[src/rtl/wrpd_pkg.sv]
// Shared constants, register indexes and controller/datapath interface types.
package wrpd_pkg;

  localparam int SENSORS      = 8;
  localparam int WINDOW_DEPTH = 16;

  localparam int SENS_W    = (SENSORS > 1) ? $clog2(SENSORS) : 1;
  localparam int SLOT_W    = $clog2(WINDOW_DEPTH);
  localparam int IDX_W     = 5;
  localparam int LEN_W     = (SLOT_W + 1 > 5) ? SLOT_W + 1 : 5;
  localparam int ADDR_W    = SLOT_W + SENS_W;
  localparam int RAM_DEPTH = 1 << ADDR_W;

  localparam int CFG_IDX_W  = 3;
  localparam int CFG_DATA_W = 32;

  localparam logic [CFG_IDX_W-1:0] CFG_RISE_THR   = 3'd0;
  localparam logic [CFG_IDX_W-1:0] CFG_DIP_THR    = 3'd1;
  localparam logic [CFG_IDX_W-1:0] CFG_PEAK_THR   = 3'd2;
  localparam logic [CFG_IDX_W-1:0] CFG_PULSE_MIN  = 3'd3;
  localparam logic [CFG_IDX_W-1:0] CFG_PULSE_MAX  = 3'd4;
  localparam logic [CFG_IDX_W-1:0] CFG_WIN_LEN    = 3'd5;
  localparam logic [CFG_IDX_W-1:0] CFG_FILL_VALUE = 3'd6;

  localparam logic MODE_SAMPLE  = 1'b0;
  localparam logic MODE_RESTART = 1'b1;

  typedef struct packed {
    logic capture;
    logic exec;
  } ctrl_cmd_t;

  typedef struct packed {
    logic out_stall;
  } dp_status_t;

endpackage

[src/rtl/wrpd_ram.sv]
// Generic single-port-write, single-port-read RAM with registered read data.
module wrpd_ram #(
  parameter int WIDTH = 10,
  parameter int DEPTH = 128
) (
  input  logic                     clk_i,
  input  logic                     we_i,
  input  logic [$clog2(DEPTH)-1:0] waddr_i,
  input  logic [WIDTH-1:0]         wdata_i,
  input  logic                     re_i,
  input  logic [$clog2(DEPTH)-1:0] raddr_i,
  output logic [WIDTH-1:0]         rdata_o
);

  logic [WIDTH-1:0] mem_q [DEPTH];
  logic [WIDTH-1:0] rdata_q;

  always_ff @(posedge clk_i) begin
    if (we_i) begin
      mem_q[waddr_i] <= wdata_i;
    end
    if (re_i) begin
      rdata_q <= mem_q[raddr_i];
    end
  end

  assign rdata_o = rdata_q;

endmodule

[src/rtl/wrpd_ctrl.sv]
// Controller: two-state sequencer, window read then update and result load.
module wrpd_ctrl (
  input  logic                clk_i,
  input  logic                rst_ni,
  input  logic                in_valid_i,
  output logic                in_ready_o,
  input  wrpd_pkg::dp_status_t status_i,
  output wrpd_pkg::ctrl_cmd_t  cmd_o
);
  import wrpd_pkg::*;

  typedef enum logic [1:0] {
    ST_IDLE = 2'b01,
    ST_EXEC = 2'b10
  } state_e;

  state_e state_q, state_d;

  always_comb begin
    state_d     = state_q;
    cmd_o       = '0;
    in_ready_o  = 1'b0;
    case (state_q)
      ST_IDLE: begin
        in_ready_o    = 1'b1;
        cmd_o.capture = in_valid_i;
        if (in_valid_i) begin
          state_d = ST_EXEC;
        end
      end
      ST_EXEC: begin
        if (!status_i.out_stall) begin
          cmd_o.exec = 1'b1;
          state_d    = ST_IDLE;
        end
      end
      default: begin
        state_d = ST_IDLE;
      end
    endcase
  end

  always_ff @(posedge clk_i or negedge rst_ni) begin
    if (!rst_ni) begin
      state_q <= ST_IDLE;
    end else begin
      state_q <= state_d;
    end
  end

endmodule

[src/rtl/wrpd_datapath.sv]
// Datapath: config registers, window store, per-sensor state and result register.
module wrpd_datapath (
  input  logic                                clk_i,
  input  logic                                rst_ni,
  input  wrpd_pkg::ctrl_cmd_t                 cmd_i,
  output wrpd_pkg::dp_status_t                status_o,
  input  logic                                cfg_we_i,
  input  logic [wrpd_pkg::CFG_IDX_W-1:0]      cfg_index_i,
  input  logic [wrpd_pkg::CFG_DATA_W-1:0]     cfg_data_i,
  input  logic                                mode_i,
  input  logic [2:0]                          sensor_index_i,
  input  logic [9:0]                          sensor_value_i,
  input  logic [9:0]                          dark_value_i,
  input  logic [31:0]                         timestamp_i,
  input  logic                                last_of_set_i,
  output logic                                out_valid_o,
  input  logic                                out_ready_i,
  output logic                                sensor_high_o,
  output logic                                rise_found_o,
  output logic                                signal_found_o,
  output logic signed [10:0]                  delta_rise_o,
  output logic [31:0]                         pulse_time_o
);
  import wrpd_pkg::*;

  // configuration
  logic signed [10:0] rise_thr_q, dip_thr_q, peak_thr_q;
  logic [31:0]        pulse_min_q, pulse_max_q;
  logic [4:0]         win_len_q;
  logic [9:0]         cfg_fill_q;

  always_ff @(posedge clk_i or negedge rst_ni) begin
    if (!rst_ni) begin
      rise_thr_q  <= '0;
      dip_thr_q   <= '0;
      peak_thr_q  <= '0;
      pulse_min_q <= '0;
      pulse_max_q <= '0;
      win_len_q   <= 5'd1;
      cfg_fill_q  <= 10'd1023;
    end else if (cfg_we_i) begin
      case (cfg_index_i)
        CFG_RISE_THR:   rise_thr_q  <= cfg_data_i[10:0];
        CFG_DIP_THR:    dip_thr_q   <= cfg_data_i[10:0];
        CFG_PEAK_THR:   peak_thr_q  <= cfg_data_i[10:0];
        CFG_PULSE_MIN:  pulse_min_q <= cfg_data_i[31:0];
        CFG_PULSE_MAX:  pulse_max_q <= cfg_data_i[31:0];
        CFG_WIN_LEN:    win_len_q   <= cfg_data_i[4:0];
        CFG_FILL_VALUE: cfg_fill_q  <= cfg_data_i[9:0];
        default: begin
        end
      endcase
    end
  end

  // captured item
  logic              mode_q, last_q;
  logic [IDX_W-1:0]  idx_q;
  logic [9:0]        value_q, dark_q;
  logic [31:0]       ts_q;
  logic [ADDR_W-1:0] addr_q;

  // state
  logic [SLOT_W-1:0]                   slot_q, slot_d;
  logic [RAM_DEPTH-1:0]                valid_q, valid_d;
  logic [9:0]                          fill_q, fill_d;
  logic [SENSORS-1:0][9:0]             peak_q, peak_d;
  logic [SENSORS-1:0][31:0]            rise_q, rise_d;
  logic [SENSORS-1:0]                  high_q, high_d;
  logic [WINDOW_DEPTH-1:0][31:0]       stime_q, stime_d;

  logic [IDX_W-1:0]  in_idx_ext;
  logic [ADDR_W-1:0] rd_addr;
  logic [9:0]        ram_rdata;
  logic              ram_we;

  assign in_idx_ext = IDX_W'(sensor_index_i);
  assign rd_addr    = {slot_q, in_idx_ext[SENS_W-1:0]};

  always_ff @(posedge clk_i) begin
    if (cmd_i.capture) begin
      mode_q  <= mode_i;
      idx_q   <= in_idx_ext;
      value_q <= sensor_value_i;
      dark_q  <= dark_value_i;
      ts_q    <= timestamp_i;
      last_q  <= last_of_set_i;
      addr_q  <= rd_addr;
    end
  end

  wrpd_ram #(
    .WIDTH (10),
    .DEPTH (RAM_DEPTH)
  ) u_window_ram (
    .clk_i   (clk_i),
    .we_i    (ram_we),
    .waddr_i (addr_q),
    .wdata_i (value_q),
    .re_i    (cmd_i.capture),
    .raddr_i (rd_addr),
    .rdata_o (ram_rdata)
  );

  // sample evaluation
  logic [SENS_W-1:0]  ix;
  logic               idx_ok, restart;
  logic [9:0]         stored, peak_cur, peak_max;
  logic signed [10:0] delta;
  logic signed [11:0] peak_diff;
  logic               high_cur, rise_c, fall_c, high_new, peak_ok, pt_sel, sig_c;
  logic [31:0]        ptime_raw;
  logic [LEN_W-1:0]   wl_ext, eff_len, next_slot;

  assign ix        = idx_q[SENS_W-1:0];
  assign idx_ok    = idx_q < IDX_W'(SENSORS);
  assign restart   = (mode_q == MODE_RESTART);
  assign stored    = valid_q[addr_q] ? ram_rdata : fill_q;
  assign delta     = $signed({1'b0, value_q}) - $signed({1'b0, stored});
  assign peak_cur  = peak_q[ix];
  assign peak_max  = (value_q > peak_cur) ? value_q : peak_cur;
  assign high_cur  = high_q[ix];
  assign rise_c    = !high_cur && (delta >= rise_thr_q);
  assign fall_c    = high_cur && (delta <= dip_thr_q);
  assign high_new  = rise_c || (high_cur && !fall_c);
  assign peak_diff = $signed({2'b00, peak_max}) - $signed({2'b00, dark_q});
  assign peak_ok   = peak_diff >= 12'(peak_thr_q);
  assign ptime_raw = ts_q - rise_q[ix];
  assign pt_sel    = rise_c && peak_ok;
  assign sig_c     = pt_sel && (ptime_raw >= pulse_min_q) && (ptime_raw <= pulse_max_q);

  assign wl_ext    = LEN_W'(win_len_q);
  assign eff_len   = (wl_ext == '0) ? LEN_W'(1) :
                     (wl_ext > LEN_W'(WINDOW_DEPTH)) ? LEN_W'(WINDOW_DEPTH) : wl_ext;
  assign next_slot = LEN_W'(slot_q) + LEN_W'(1);

  assign ram_we = cmd_i.exec && !restart && idx_ok;

  always_comb begin
    slot_d  = slot_q;
    valid_d = valid_q;
    fill_d  = fill_q;
    peak_d  = peak_q;
    rise_d  = rise_q;
    high_d  = high_q;
    stime_d = stime_q;
    if (cmd_i.exec) begin
      if (restart) begin
        slot_d  = '0;
        valid_d = '0;
        fill_d  = cfg_fill_q;
        peak_d  = '0;
        high_d  = '0;
        for (int k = 0; k < SENSORS; k++) begin
          rise_d[k] = ts_q;
        end
      end else if (idx_ok) begin
        valid_d[addr_q] = 1'b1;
        peak_d[ix]      = rise_c ? value_q : peak_max;
        high_d[ix]      = high_new;
        if (rise_c) begin
          rise_d[ix] = stime_q[slot_q];
        end
        if (last_q) begin
          stime_d[slot_q] = ts_q;
          slot_d          = (next_slot >= eff_len) ? '0 : next_slot[SLOT_W-1:0];
        end
      end
    end
  end

  always_ff @(posedge clk_i or negedge rst_ni) begin
    if (!rst_ni) begin
      slot_q  <= '0;
      valid_q <= '0;
      fill_q  <= 10'd1023;
      peak_q  <= '0;
      rise_q  <= '0;
      high_q  <= '0;
      stime_q <= '0;
    end else begin
      slot_q  <= slot_d;
      valid_q <= valid_d;
      fill_q  <= fill_d;
      peak_q  <= peak_d;
      rise_q  <= rise_d;
      high_q  <= high_d;
      stime_q <= stime_d;
    end
  end

  // result register
  logic out_valid_q, out_valid_d;
  logic live;

  assign live        = !restart && idx_ok;
  assign out_valid_d = cmd_i.exec ? 1'b1 : (out_ready_i ? 1'b0 : out_valid_q);

  always_ff @(posedge clk_i or negedge rst_ni) begin
    if (!rst_ni) begin
      out_valid_q <= 1'b0;
    end else begin
      out_valid_q <= out_valid_d;
    end
  end

  always_ff @(posedge clk_i) begin
    if (cmd_i.exec) begin
      sensor_high_o  <= live && high_new;
      rise_found_o   <= live && rise_c;
      signal_found_o <= live && sig_c;
      delta_rise_o   <= live ? delta : '0;
      pulse_time_o   <= (live && pt_sel) ? ptime_raw : '0;
    end
  end

  assign out_valid_o        = out_valid_q;
  assign status_o.out_stall = out_valid_q && !out_ready_i;

endmodule

[src/rtl/windowed_rise_pulse_detector_unit.sv]
// Top level of the windowed rise pulse detector: controller plus datapath.
// out_valid_o is registered: an item is captured and its window slot read in ST_IDLE, then
// updated and its result loaded in ST_EXEC. The unit takes one item at a time, the window RAM
// read followed by its write; a waiting result holds the next item in ST_EXEC until it transfers.
// A restart item takes the same path; per-entry valid bits stand in for the store fill.
// Reset (rst_ni, async, active low) resets the controller, configuration, per-sensor state and
// result valid; the window store reads as 1023 without a clearing pass.
module windowed_rise_pulse_detector_unit (
  input  logic                            clk_i,
  input  logic                            rst_ni,
  input  logic                            cfg_we_i,
  input  logic [wrpd_pkg::CFG_IDX_W-1:0]  cfg_index_i,
  input  logic [wrpd_pkg::CFG_DATA_W-1:0] cfg_data_i,
  input  logic                            in_valid_i,
  output logic                            in_ready_o,
  input  logic                            mode_i,
  input  logic [2:0]                      sensor_index_i,
  input  logic [9:0]                      sensor_value_i,
  input  logic [9:0]                      dark_value_i,
  input  logic [31:0]                     timestamp_i,
  input  logic                            last_of_set_i,
  output logic                            out_valid_o,
  input  logic                            out_ready_i,
  output logic                            sensor_high_o,
  output logic                            rise_found_o,
  output logic                            signal_found_o,
  output logic signed [10:0]              delta_rise_o,
  output logic [31:0]                     pulse_time_o
);
  import wrpd_pkg::*;

  ctrl_cmd_t  cmd;
  dp_status_t status;

  wrpd_ctrl u_ctrl (
    .clk_i      (clk_i),
    .rst_ni     (rst_ni),
    .in_valid_i (in_valid_i),
    .in_ready_o (in_ready_o),
    .status_i   (status),
    .cmd_o      (cmd)
  );

  wrpd_datapath u_dp (
    .clk_i          (clk_i),
    .rst_ni         (rst_ni),
    .cmd_i          (cmd),
    .status_o       (status),
    .cfg_we_i       (cfg_we_i),
    .cfg_index_i    (cfg_index_i),
    .cfg_data_i     (cfg_data_i),
    .mode_i         (mode_i),
    .sensor_index_i (sensor_index_i),
    .sensor_value_i (sensor_value_i),
    .dark_value_i   (dark_value_i),
    .timestamp_i    (timestamp_i),
    .last_of_set_i  (last_of_set_i),
    .out_valid_o    (out_valid_o),
    .out_ready_i    (out_ready_i),
    .sensor_high_o  (sensor_high_o),
    .rise_found_o   (rise_found_o),
    .signal_found_o (signal_found_o),
    .delta_rise_o   (delta_rise_o),
    .pulse_time_o   (pulse_time_o)
  );

endmodule

[config.mk]
export PLATFORM = sky130hd
export DESIGN_NAME = windowed_rise_pulse_detector_unit
export DESIGN_NICKNAME = d
export VERILOG_FILES = /design/src/rtl/wrpd_pkg.sv /design/src/rtl/wrpd_ram.sv /design/src/rtl/wrpd_ctrl.sv /design/src/rtl/wrpd_datapath.sv /design/src/rtl/windowed_rise_pulse_detector_unit.sv
export SDC_FILE = /design/constraint.sdc
export NUM_CORES = 2
export LEC_CHECK = 0
export ABC_CLOCK_PERIOD_IN_PS = 10080
export BUFFER_PORTS_ARGS = -buffer_cell sky130_fd_sc_hd__buf_2
export CORE_MARGIN = 1.5
export CORE_UTILIZATION = 50
export CTS_CLUSTER_SIZE = 20
export DETAILED_ROUTE_END_ITERATION = 8
export MAX_ROUTING_LAYER = met4
export PLACE_DENSITY = 0.66
export SLEW_MARGIN = 0
export SYNTH_ARGS = -nofsm -noshare
export SYNTH_HDL_FRONTEND = slang
export SYNTH_HIERARCHICAL = 1
export SYNTH_SLANG_ARGS = --single-unit
export TNS_END_PERCENT = 10
[constraint.sdc]
create_clock -name clk_i -period 10.08 [get_ports clk_i]
set_input_delay 0 -clock clk_i [delete_from_list [all_inputs] [get_ports clk_i]]
set_output_delay 0 -clock clk_i [all_outputs]
set_load 0.01 [all_outputs]
After elaboration in Yosys (flattened, before gate mapping)
Memory sizes are Yosys's and may differ from the RTL's. A register that Yosys moved wholly into a read port is not among the register bits.
Cells that the tools add are included.
W data, S select, Z words.
{"block": "totals", "elab_cells": 183, "regBits": 1223, "ramBits": 1280, "romBits": 0, "memories": 1, "latch_bits": 0, "output_inout_bits": 48, "in_bits": 97}
{"memory": "u_dp.u_window_ram.mem_q", "depth": 128, "word_bits": 10, "read_ports": 1, "rd_ports_with_merged_regs": 1, "wr": 1, "line_no": "wrpd_ram.sv:15", "text": "logic [WIDTH-1:0] mem_q [DEPTH];"}
{"block": "op_classes", "muxes": 53, "multipliers": 0, "order_cmp": 15, "div": 0, "reduce_logical": 41, "eq_ne": 10, "n_shift": 0, "add_sub_neg": 4, "bitwise_logic": 2}
{"operator": "$mux W256", "n": 3}
{"operator": "$bwmux W512", "n": 1}
{"operator": "$bwmux W256", "n": 1}
{"operator": "$mux W128", "n": 2}
{"operator": "$mux W80", "n": 2}
{"operator": "$bmux W32 S4", "n": 1}
{"operator": "$demux W32 S4", "n": 1}
{"operator": "$mux W32", "n": 4}
{"operator": "$or A128 B128 Y128", "n": 1}
{"operator": "$bmux W32 S3", "n": 1}
{"operator": "$demux W32 S3", "n": 1}
{"operator": "$bwmux W80", "n": 1}
{"operator": "$mux W10", "n": 5}
{"operator": "$ge A32 B32 Y1", "n": 1}
{"operator": "$le A32 B32 Y1", "n": 1}
{"operator": "$sub A32 B32 Y32", "n": 1}
{"operator": "$bmux W10 S3", "n": 1}
{"operator": "$demux W10 S3", "n": 1}
{"operator": "$ge A11 B11 Y1", "n": 2}
{"operator": "$sub A10 B10 Y11", "n": 2}
{"operator": "$reduce_and A2 Y1", "n": 10}
{"operator": "$logic_and A1 B1 Y1", "n": 17}
{"operator": "$mux W4", "n": 4}
{"operator": "$mux W8", "n": 2}
{"operator": "other kinds (34)", "n": 59}

Longest topological paths before layout
{"block": "logic_depth", "word_depth": 12, "mapped_depth": 35, "ltp_nobuf": 29}

Hierarchy
The synthesis kept the hierarchy.
{"mod": "wrpd_datapath", "cells_each": 4888, "area_each_um2": 59548.4, "seq_area_each_um2": 31041.0, "instances": 1}
{"mod": "wrpd_ram", "cells_each": 1998, "area_each_um2": 49454.9, "seq_area_each_um2": 38737.2, "instances": 1}
{"mod": "wrpd_ctrl", "cells_each": 8, "area_each_um2": 91.3, "seq_area_each_um2": 51.3, "instances": 1}

Worst setup path before layout
OpenSTA, ideal clock, no wires.
{"block": "synth_path", "kind": "register to register", "from": "register u_dp.value_q[3]", "to": "register u_dp.pulse_time_o[9], data pin", "synth_period_minus_slack_ns": 6.899, "setup_time_ns": 0.132, "path_stages_with_launch": 26, "arrival_time_ns": 6.768, "required_ns": 9.948, "path_slack_ns": 3.181, "cell_sequence": "edfxtp_1 ha_1 a21o_1 a21o_1 a2111oi_0 clkbuf_1 nor3_1 or2_2 ha_1 fa_1 inv_1 a21oi_1 o21bai_1 a21o_1 a21oi_1 o21ai_0 xor2_1 ha_1 nand3_1 nor2_1 o31ai_1 and4_1 nor4_2 buf_2 buf_2 o311a_1"}
{"block": "synth_via", "elab_chain_len": 6}
{"item": "start: declaration", "line_no": "wrpd_datapath.sv:59", "text": "logic [9:0] value_q, dark_q;"}
{"item": "start signal: assignment", "line_no": "wrpd_datapath.sv:84", "text": "value_q <= sensor_value_i;"}
{"item": "$gt A10 B10 Y1", "line_no": "wrpd_datapath.sv:121", "text": "assign peak_max = (value_q > peak_cur) ? value_q : peak_cur;"}
{"item": "$mux W10", "line_no": "wrpd_datapath.sv:121"}
{"item": "$sub A10 B10 Y11", "line_no": "wrpd_datapath.sv:126", "text": "assign peak_diff = $signed({2'b00, peak_max}) - $signed({2'b00, dark_q});"}
{"item": "$ge A11 B11 Y1", "line_no": "wrpd_datapath.sv:127", "text": "assign peak_ok = peak_diff >= 12'(peak_thr_q);"}
{"item": "$logic_and A1 B1 Y1 *", "line_no": "wrpd_datapath.sv:129", "text": "assign pt_sel = rise_c && peak_ok;"}
{"item": "$logic_and A1 B1 Y1 *", "line_no": "wrpd_datapath.sv:213", "text": "pulse_time_o <= (live && pt_sel) ? ptime_raw : '0;"}
{"item": "end signal: assignment", "line_no": "wrpd_datapath.sv:213"}
{"item": "end: declaration", "line_no": "wrpd_datapath.sv:22", "text": "output logic [31:0] pulse_time_o"}
Every way passes the cells marked *; elsewhere a longest branch is shown, timed or not.
A chain may end at the register's enable or synchronous reset.

Worst setup path after layout
{"block": "layout_path", "from": "register u_dp.addr_q[2]", "to": "register u_dp/rise_q[224] in the netlist's numbering"}
{"block": "layout_via", "elab_chain_len": 8}
{"item": "start: declaration", "line_no": "wrpd_datapath.sv:61", "text": "logic [ADDR_W-1:0] addr_q;"}
{"item": "start signal: assignment", "line_no": "wrpd_datapath.sv:88", "text": "addr_q <= rd_addr;"}
{"item": "$bmux W1 S7", "line_no": "wrpd_datapath.sv:118", "text": "assign stored = valid_q[addr_q] ? ram_rdata : fill_q;"}
{"item": "$mux W1 (not written as such)", "line_no": "wrpd_datapath.sv:118"}
{"item": "$mux W10", "line_no": "wrpd_datapath.sv:118"}
{"item": "$sub A10 B10 Y11", "line_no": "wrpd_datapath.sv:119", "text": "assign delta = $signed({1'b0, value_q}) - $signed({1'b0, stored});"}
{"item": "via u_dp.delta[10]", "line_no": "wrpd_datapath.sv:109", "text": "logic signed [10:0] delta;"}
{"item": "$ge A11 B11 Y1", "line_no": "wrpd_datapath.sv:123", "text": "assign rise_c = !high_cur && (delta >= rise_thr_q);"}
{"item": "$logic_and A1 B1 Y1", "line_no": "wrpd_datapath.sv:123"}
{"item": "$reduce_bool A2 Y1 (no source line)"}
{"item": "$reduce_and A3 Y1 (no source line)"}
{"item": "end signal: assignment", "line_no": "wrpd_datapath.sv:186", "text": "rise_q <= rise_d;"}
{"item": "end: declaration", "line_no": "wrpd_datapath.sv:68", "text": "logic [SENSORS-1:0][31:0] rise_q, rise_d;"}
The timed path passes the listed nets, and every way through them passes these cells. The select of a mux whose other input is x is not followed.

==> reports/qor.txt <==
data required time of the critical path - 10.84 ns
floorplan die area - 221000 um^2
placeable core area - 217000 um^2
CTS tree - yes
async set or reset register ratio after synthesis - 0.4434
Die X - 470.1 um
CP arrival - 9.97 ns
maximum number of pins on one net before global-route repair - 190
endpoints failing setup - 0
cell count after synthesis - 6894
Worst Tran Pin Value - 1.457 ns
most common cell type on the critical path - buf_4
standard cell with the maximum stage delay on the critical path - a221oi_1
class of the worst hold path - input pin to flop
outcome - finished, final reports clean
sequential element share of the synthesized area - 0.6401
tightest slew margin relative to the limit - 0.02893
wire length of the first global-routing pass - 446700 um
critical path class - flop to flop
Remaining Overflow, GRT - 0
clk sinks - 2510
Switch Pwr - 7.838 mW
number of I/O pins - 145
fraction of the cycle the final worst path needs - 0.9135
total length of routed wires - 300900 um
number of global-route vias before repair - 66426
end of the worst hold path - u_dp/rise_thr_q[10]$_DFFE_PN0P_
Final Max Slew Viols - 0
share of power burned in registers - 0.443
Resized cells post-CTS - 0
startpoint type of the worst setup path - flop
post-synthesis cell type count - 85
1st-pass router iterations - 6
maximum level of the CTS H-tree - 5
final HPWL from detailed placement - 181400 um
total of buffers placed on input and output ports - 144
number of cell rows - 171
launch instance of the worst register-to-register path - u_dp/addr_q[2]$_DFFE_PP_
via/cell ratio - 6.336
power per cell area - 223.7 nW/um^2
number of hold violations in the final report - 0
setup TNS after final layout - 0 ns
CP Max Fanout - 25
utilization of the core after routing - 0.5719
Chip Height - 470.1 um
kind of end point of the critical path - flop
number of remaining DRC errors - 0
GP Congestion - 0.9176
Gate power share - 0.200
number of antenna violations at the first check in global routing - 10
Mapped Area - 109100 um^2
unrepaired setup endpoints after global routing - no
Slowest Stage Delay on Critical Path - 1.19 ns
min-delay src - cfg_data_i[10]
post-CTS clock slew at the launch and capture registers of the worst setup and hold paths - 0.06 ns
root buffer selected by CTS - clkbuf_16
worst reg-to-reg path cell count - 28
EDFF count, synth - 1397
reg-to-reg endpoint - u_dp/rise_q[224]$_DFFE_PN0P_
power consumption - 27.75 mW
drt first-iter violations - 6833
Avg Inst Size Synth - 15.82 um^2
synth warn - 6
ratio of cells with drive above 1 in the final layout - 0.2736
switching part of the total - 0.2824
VDD IR-drop max - 187.8 uV
standby leakage power - 47.12 nW
flip-flop and latch count after synthesis - 2510
number of buffers on the longest clock path - 4
internal power - 19.92 mW
starting utilization of the core area - 0.5029
Post-DRT Antenna Nets - 0
Clock Latency Late Sink - 0.94 ns
max-capacitance violation count - 0
share of power burned in the clock network - 0.357
routed len/inst - 29.22 um
Max Clock Freq - 108.6 MHz
worst-case register-to-register setup slack - 0.87 ns
gr usage total - 0.2799
NumNets Final - 7504
post-synthesis to final-layout area growth - 13.73%
clock buffer count from CTS - 276
Via Count - 65257
Net Count, Synth - 7161
Tmin final - 9.208 ns
final setup skew - 0.07213 ns
ys flop type - edfxtp_1
number of instances on the worst hold path - 4
-- worst max-delay path, delay by kind of cell (launching register included) --
kind	cells	cell delay, ns
AOI/OAI and AO/OA	14	4.71
buffers and inverters	5	1.31
DFF	1	0.93
adders and majority gates	3	0.89
and+or+nand+nor	4	0.60
muxes	2	0.59
-- final cells by class --
cell class,instances,area (um^2)
diodes,14,35.03
clock buffers,369,7562
clock inverters,103,1172
fillers,16647,92880
inverters,156,585.6
multi-input cells,3765,36990
flip-flops and latches,2510,69840
well taps,2854,3571
repair buffers,528,4310
-- routing by layer --
layer	track usage	share of wire	vias to the layer above	wire, um
met5	-	0	-	0
met4	0.1087	0.042	0	12540
met3	0.04582	0.073	591	21830
met2	0.4333	0.48	2734	144000
met1	0.3735	0.41	34531	122500
li1	-	-	27401	-
-- what timing repair did --
| action | 4_1_cts | 5_1_grt |
|---|---|---|
| setup endpoints to repair | 0 | 0 |
| setup buffers | 0 | 0 |
| hold buffers | 221 | 0 |
| hold endpoints to repair | 423 | 0 |
-- placed cells by master (no fill, tap or decap), types with 26 or more instances in the layout --
master,n
a21o_1,36
a21oi_1,230
a221oi_1,34
a22oi_1,213
and2_1,33
and4_1,31
buf_2,140
buf_4,155
bufinv_16,26
clkbuf_1,68
clkbuf_16,281
clkinv_1,29
clkinv_2,37
dfrtp_1,1087
dlygate4sd3_1,220
edfxtp_1,1397
ha_1,167
inv_1,154
mux2_1,63
mux2_2,684
mux2i_1,50
mux4_2,550
nand2_1,261
nand3_1,35
nor2_1,326
nor2b_1,43
nor3_1,28
nor3b_1,30
o211ai_1,140
o21a_1,132
o21ai_0,252
o21ai_1,77
o2bb2ai_1,41
-- power groups by stage --
| stage | clock, mW | sequential, mW | combinational (mW) |
|---|---|---|---|
| floorplan | 0 | 12.3 | 3.61 |
| global placement | 0 | 12.4 | 5.29 |
| detailed placement | 0 | 12.5 | 5.40 |
| CTS | 10.1 | 12.3 | 5.51 |
| global route | 10.5 | 12.4 | 6.01 |
| finish | 9.90 | 12.3 | 5.56 |
-- worst max-delay path by stage --
stage,startpoint,slack [ns],endpoint
2_1_floorplan,u_dp/value_q[3]$_DFFE_PP_,3.18,u_dp/pulse_time_o[9]$_SDFFCE_PN0P_
3_3_place_gp,u_dp/addr_q[2]$_DFFE_PP_,1.23,u_dp/rise_q[174]$_DFFE_PN0P_
3_5_place_dp,u_dp/addr_q[2]$_DFFE_PP_,1.14,u_dp/rise_q[181]$_DFFE_PN0P_
4_1_cts,u_dp/addr_q[2]$_DFFE_PP_,1.07,u_dp/rise_q[224]$_DFFE_PN0P_
5_1_grt,u_dp/addr_q[2]$_DFFE_PP_,0.60,u_dp/rise_q[232]$_DFFE_PN0P_
6_report,u_dp/addr_q[2]$_DFFE_PP_,0.87,u_dp/rise_q[224]$_DFFE_PN0P_
-- cells in the mapped netlist, drive strengths merged (29+ instances only) --
cell type	number	area, um^2
a21o	36	270.3
a21oi	234	1171
a221oi	35	312.8
a22oi	213	1599
and2	36	225.2
and4	31	271.5
buf	187	969.7
clkbuf	276	1036
dfrtp	1091	27300
edfxtp	1397	41950
ha	167	2090
inv	156	585.6
mux2	752	8487
mux2i	50	500.5
mux4	550	12390
nand2	261	979.7
nand2b	29	181.4
nand3	42	210.2
nor2	345	1300
nor2b	45	289.0
nor3	33	170.2
nor3b	35	272.8
o211ai	140	1051
o21a	132	991.0
o21ai	334	1690
o2bb2ai	41	359.1
-- through the flow --
stage	std cells	hold WS [ns]	instance area, um^2	setup slack, ns
floorplan	6894	-0.2956	109100	3.181
global placement	9592	0.09369	113100	1.230
detailed placement	9592	0.09517	113100	1.142
CTS	10285	0.01647	124000	1.073
global route	10293	0.08375	124100	0.6043
finish	10299	0.07959	124100	0.8721
-- state kept, by name, summed over array words and instances (netlist names), 5 cells and up --
| name | count |
|---|---|
| u_dp/value_q | 10 |
| u_dp/addr_q | 7 |
| u_dp/valid_q | 128 |
| u_dp/rise_thr_q | 11 |
| u_dp/peak_thr_q | 11 |
| u_dp/stime_q | 512 |
| u_dp/pulse_time_o | 32 |
| u_dp/fill_q | 10 |
| u_dp/cfg_fill_q | 10 |
| u_dp/pulse_max_q | 32 |
| u_dp/u_window_ram/mem_q | 1280 |
| u_dp/pulse_min_q | 32 |
| u_dp/delta_rise_o | 11 |
| u_dp/high_q | 8 |
| u_dp/dip_thr_q | 11 |
| u_dp/win_len_q | 5 |
| u_dp/rise_q | 256 |
| u_dp/ts_q | 32 |
| u_dp/u_window_ram/rdata_o | 10 |
| u_dp/dark_q | 10 |
| u_dp/peak_q | 80 |
-- logic make-up (layout without fill, tap and decap cells) --
logic type | Yosys count | count (layout) | synth area share
compound gates | 1278 | 1278 | 0.07724
xor+xnor | 42 | 42 | 0.003372
fa+ha+maj | 170 | 170 | 0.01970
buf+inv | 619 | 1156 | 0.02375
flops | 2510 | 2510 | 0.6401
mux | 1352 | 1352 | 0.1959
other cells | 0 | 14 | 0
simple gates | 923 | 923 | 0.03992
No activity file was read; power rests on OpenSTA's default activity.
